$ cat config.mk
export PLATFORM = sky130hd
export DESIGN_NAME = ldrs_cell
export DESIGN_NICKNAME = d
export VERILOG_FILES = /design/src/hdl/ldrs_pkg.sv /design/src/hdl/ldrs_cell.sv
export SDC_FILE = /design/constraint.sdc
export NUM_CORES = 1
export LEC_CHECK = 0
export ABC_AREA = 1
export ABC_CLOCK_PERIOD_IN_PS = 4550
export BUFFER_PORTS_ARGS = -buffer_cell sky130_fd_sc_hd__buf_2
export CORE_AREA = 2 2 185 187
export DETAILED_ROUTE_END_ITERATION = 8
export DIE_AREA = 0 0 187 189
export SYNTH_ARGS = -nofsm -noshare
export SYNTH_HDL_FRONTEND = slang
export SYNTH_SLANG_ARGS = --single-unit
$ cat constraint.sdc
create_clock -name clk -period 4.55 [get_ports clk]
set_input_delay 0.2275 -clock clk [delete_from_list [all_inputs] [get_ports clk]]
set_output_delay 0.2275 -clock clk [all_outputs]
set_load 0.005 [all_outputs]
$ cat src/hdl/ldrs_pkg.sv
// Package for the LOOK disk request scheduler: types, constants, helpers.
`default_nettype none
package ldrs_pkg;
	localparam int QueueDepth = 16;
	localparam int IdxW = $clog2(QueueDepth);
	localparam int CntW = $clog2(QueueDepth + 1);

	typedef enum logic {
		OP_ARRIVAL = 1'b0,
		OP_COMPLETE = 1'b1
	} op_t;

	typedef struct packed {
		logic [15:0] process;
		logic [31:0] address;
		logic [15:0] cylinder;
		logic [31:0] arrival;
		logic [15:0] id;
	} req_t;

	// candidate travelling along the chain: class 0 = at head, 1 = ahead,
	// 2 = behind, 3 = none
	typedef struct packed {
		logic [1:0]  cls;
		logic [15:0] span;
		logic [31:0] arrival;
		logic [IdxW-1:0] idx;
	} cand_t;

	typedef struct packed {
		logic        shift;
		logic        load;
		logic [IdxW-1:0] pos;
		logic [15:0] head;
		logic        up;
	} cell_ctl_t;

	typedef enum logic [1:0] {
		ST_IDLE,
		ST_SCAN,
		ST_SHIFT,
		ST_OUT
	} state_t;

	function automatic logic better(input cand_t a, input cand_t b);
		// a strictly beats b
		if (a.cls != b.cls) return a.cls < b.cls;
		if (a.span != b.span) return a.span < b.span;
		return a.arrival < b.arrival;
	endfunction
endpackage
`default_nettype wire

$ cat src/hdl/ldrs_cell.sv
// One queue slot: holds a request, shifts toward slot 0, compares during scan.
`default_nettype none
module ldrs_cell (
	input  wire logic                   clk,
	input  wire ldrs_pkg::cell_ctl_t    ctl,
	input  wire logic [ldrs_pkg::IdxW-1:0] my_idx,
	input  wire logic                   occupied,
	input  wire ldrs_pkg::req_t         new_req,
	input  wire ldrs_pkg::req_t         next_req,
	output ldrs_pkg::req_t              req,
	input  wire ldrs_pkg::cand_t        cand_in,
	output ldrs_pkg::cand_t             cand_out
);
	ldrs_pkg::req_t req_q;
	ldrs_pkg::cand_t mine;
	logic [15:0] c;

	assign req = req_q;
	assign c = req_q.cylinder;

	always_comb begin
		mine.idx = my_idx;
		mine.arrival = req_q.arrival;
		mine.span = (c >= ctl.head) ? c - ctl.head : ctl.head - c;
		if (!occupied) begin
			mine.cls = 2'd3;
		end else if (c == ctl.head) begin
			mine.cls = 2'd0;
		end else if ((c > ctl.head) == ctl.up) begin
			mine.cls = 2'd1;
		end else begin
			mine.cls = 2'd2;
		end
		cand_out = ldrs_pkg::better(mine, cand_in) ? mine : cand_in;
	end

	always_ff @(posedge clk) begin
		if (ctl.load && ctl.pos == my_idx) begin
			req_q <= new_req;
		end else if (ctl.shift && my_idx >= ctl.pos) begin
			req_q <= next_req;
		end
	end
endmodule
`default_nettype wire

== After elaboration in Yosys (flattened, before gate mapping) ==
Index checks and enable logic that the tools add are counted.
Word-level totals
  flip-flop bits (word level): 112
  bits in latches: 0
  memory bits (writable): 0
  ROM bits: 0
  input bits: 307
  output and inout port bits: 166
  logic and storage cells: 35
  memories kept: 0
Operators by class
  $add $sub $neg: 2
  multipliers: 0
  divide/modulo/power cells: 0
  magnitude comparators: 6
  equality and inequality tests: 5
  shift operators: 0
  mux-type cells: 14
  bitwise logic cells: 0
  reduce and logical (&&, ||, !) cells: 3
Operators with widths (number)
  $mux W112: 2
  $mux W54: 1
  $lt A32 B32 Y1: 1
  $sub A16 B16 Y16: 2
  $eq A16 B16 Y1: 1
  $ge A16 B16 Y1: 1
  $gt A16 B16 Y1: 1
  $lt A16 B16 Y1: 1
  $mux W16: 1
  $ne A16 B16 Y1: 1
  $mux W1: 7
  $mux W2: 3
  $eq A4 B4 Y1: 1
  $ge A4 B4 Y1: 1
  $logic_and A1 B1 Y1: 2
  $lt A2 B2 Y1: 1
  $ne A2 B2 Y1: 1
  $reduce_bool A2 Y1: 1
  $eq A1 B1 Y1: 1

== Longest topological paths before layout ==
  depth after elaboration: 11
  mapped depth: 31

== Least setup slack after synthesis ==
OpenSTA, ideal clock, no wires.
  path type: input-to-reg
  start: input ctl[20] (netlist name)
  end: register req_q, in the netlist c[0], enable pin
  arrival time: 3.164 ns
  required time: 3.538 ns
  setup slack: 0.374 ns
  cell stages on the path: 8
  path buffers: 2
  cell sequence: inv_1 -> ha_1 -> nand2_1 -> nor2_1 -> nand2_1 -> clkbuf_1 -> buf_2 -> nand2_1
Between the ends
  cells in the longest elaborated chain, start to end: 3
  elaborated cells on any way between the ends: 5
RTL lines
  start, declared: line ldrs_cell.sv:5  | input wire ldrs_pkg::cell_ctl_t ctl,
  $ge A4 B4 Y1 / $eq A4 B4 Y1 (equally long branches): line ldrs_cell.sv:40, ldrs_cell.sv:38
  $logic_and A1 B1 Y1 (on tied branches): line ldrs_cell.sv:40, ldrs_cell.sv:38
  $reduce_bool A2 Y1 (no line) (*)
  end signal, assigned: line ldrs_cell.sv:39  | req_q <= new_req;
  end signal, assigned: line ldrs_cell.sv:41  | req_q <= next_req;
  end, declared: line ldrs_cell.sv:14  | ldrs_pkg::req_t req_q;
Mark *: on every way between the ends. The rest lies on a longest branch, timed or not.
A chain may end at the register's enable or synchronous reset.

==> metrics.md <==
| Metric | Value |
|---|---|
| Status | finished, final reports clean |
| Worst slew margin | 45.6% |
| Post-Place Setup Slack | 0.166 ns |
| Worst hold slack | 0.162 ns |
| Worst setup margin | 0.201 ns |
| Crit end category | output port |
| Clock transition at path regs | 0.10 ns |
| Commonest non-fill, non-tap cell in the layout | buf_2 |
| Total gr overflow | 0 |
| Syn_nets | 1,488 |
| Cell Area, Synth | 0.00911 sq mm |
| Area grow syn2layout | 43.4% |
| Met2 WL | 17,500 um |
| WHS Endpoint | req[82] |
| Buffers on Ports | 472 |
| Mapped Cells | 1,095 |
| Die area | 0.0353 sq mm |
| DR vias/cell | 4.56 |
| Worst VDD drop | 0.178 mV |
| Number of distinct library cells after synthesis | 33 |
| Core area | 0.0333 sq mm |
| DR WL/cell | 17.0 um |
| Setup Total Neg Slack | 0 ns |
| Max layer used | met4 |
| Hold path depth | 2 |
| Power Dens Cells | 347 mW/mm^2 |
| Die Y | 189 um |
| Vias in the first global route | 8,935 |
| CTS root buf | clkbuf_16 |
| Number of synthesized register bits | 112 |
| Synth area leaders | edfxtp_1, nand2_1, mux2_2 |
| Cell taking the most area after synthesis | edfxtp_1 |
| RSZ-0062 raised after global routing | yes |
| Reg power frac | 30.9% |
| Leakage power | 6.85 nW |
| Max Freq | 230 MHz |
| Int Power | 2.71 mW |
| Critical path fanouts, max | 8 |
| Floorplan die width | 187 um |
| Slew Viols, Final | 0 |
| Placed instance count | 1,991 |
| Psw | 1.82 mW |
| EDFF count, synth | 112 |
| # setup viols final | 0 |
| Total Wirelength | 34,700 um |
| Synth async-reset ratio | 0% |
| DRC violations left | 0 |
| Worst Hold Class | input pin to flip-flop |
| Crit-path slowest cell | edfxtp_1 |
| Row count | 67 |
| Sw Ratio | 40.2% |
| Post-layout nets | 1,977 |
| Via count | 9,292 |
| DP Area | 0.0120 sq mm |
| H-Tree Depth | 3 |
| CTS tree | done |
| Layout cells sized above 1 | 46.0% |
| Clk pwr share | 18.9% |
| Logic pwr share | 50.2% |
| Initial antenna violation count | 0 |
| Worst endpoint required time | 4.32 ns |
| Largest net degree at the start of global routing | 66 |
| Final ANT Viol Nets | 0 |
| ANT cells | 0 |
| Design area | 0.0131 sq mm |
| Max Cap Violations | 0 |
| DR pass1 iterations | 5 |
| Starting density of the core | 27.4% |
| Metal1 wirelength | 14,400 um |
| Post-layout util | 39.3% |
| Syn avg cell area | 8.32 sq um |
| CTS sink count | 112 |
| Most frequent CP cell | nand2_1 |
| Crit-path max cell delay | 0.50 ns |
| Total track usage | 18.2% |
| Tmin final | 4.35 ns |
| Hold path start | next_req[82] |
| Main synth FF type | edfxtp_1 |
| Register area share after synthesis | 36.9% |
| Routability cong. | 0.915 |
| Total Power | 4.53 mW |
| Io pins | 473 |
| # hold bufs at CTS | 0 |
| Syn. warnings | 0 |
| HPWL Detailed | 27,400 um |
| CTS Buffer Depth | 2 |
| 1st-iter DRT viols | 594 |
| DR WL met3 | 2100 um |
| Most frequent cells in the layout | buf_2, nand2_1, inv_1, mux2_2, edfxtp_1 |
| Worst-Margin Slew | 0.816 ns |
| First-pass GRT wire length | 50,000 um |
| Finished Layout Cells | 2,037 |
| Worst EP arrival | 4.12 ns |
| CTS Buf Count | 9 |
| Top-area cell type share of the netlist area | 36.9% |
| Crit Path Category | flip-flop to output port |
| Period utilization | 95.6% |
| Startpoint types | flip-flop |
| Fin. Hold Viols | 0 |
[worst max-delay path, delay by kind of cell, from the launching register on]
kind / cells / cell delay [ns]
adder cells (fa/ha/maj): 2 / 0.56
flip-flops: 1 / 0.50
AO/OA/AOI/OAI: 1 / 0.16
buffers and inverters: 5 / 0.75
AND/OR/NAND/NOR: 19 / 1.80
[cells by family after synthesis]
group	share of synthesized area, %
simple gates	22.4
compound gates	4.16
buf+inv	9.48
mux	13.8
flops	36.9
xor+xnor	1.25
fa+ha+maj	12.0
[area by class of cell]
class / count / area (sq um)
clock buffer: 9 / 225
clock inverter: 7 / 93.8
fill: 3446 / 20200
inverter: 183 / 701
multi-input combinational: 767 / 5280
sequential: 112 / 3360
tap: 448 / 561
timing repair buffer: 510 / 2830
timing repair inverter: 1 / 8.76
[flip-flops by register name, summed over array words and instances, names as in the netlist]
| signal | flops |
|---|---|
| req | 96 |
| c | 16 |
[routing by layer]
metal / global-route usage (%) / vias to the layer above
met4: 4.82 / 0
met3: 2.54 / 35
met2: 33.0 / 392
li1: - / 4557
met1: 22.6 / 4308
met5: 0 / -
[power by group through the flow]
stage	Clock, mW	Sequential (mW)	Combinational, mW
6_report	0.858	1.40	2.27
5_1_grt	0.928	1.41	2.50
2_1_floorplan	0	1.42	1.10
3_3_place_gp	0	1.41	1.89
4_1_cts	0.891	1.39	1.98
3_5_place_dp	0	1.42	1.91
[cell usage after synthesis (5+ instances only)]
master	number
nand2_2	6
nand2_1	347
nand3_1	88
xor2_1	8
inv_2	12
ha_1	84
nand4_1	11
o21ai_0	11
nor2_1	28
mux2_2	112
inv_1	169
buf_2	20
a21oi_1	44
edfxtp_1	112
xnor2_1	5
[timing repair]
item                       CTS  global route
setup buffers                4            16
gates resized for setup      9            87
pin swaps                    1            35
cloned                       2             8
setup endpoints to repair   54            54
[worst max path at each step]
stage	slack, ns	depth (start not counted)	startpoint	to
floorplan	0.37	8	ctl[20]	c[0]
CTS	0.001	24	c[6]	cand_out[40]
finish	0.20	27	c[2]	cand_out[16]
global placement	0.35	27	c[0]	cand_out[1]
detailed placement	0.17	27	c[0]	cand_out[1]
global route	-0.07	27	c[2]	cand_out[9]
Power figures use the tool's default switching activity.
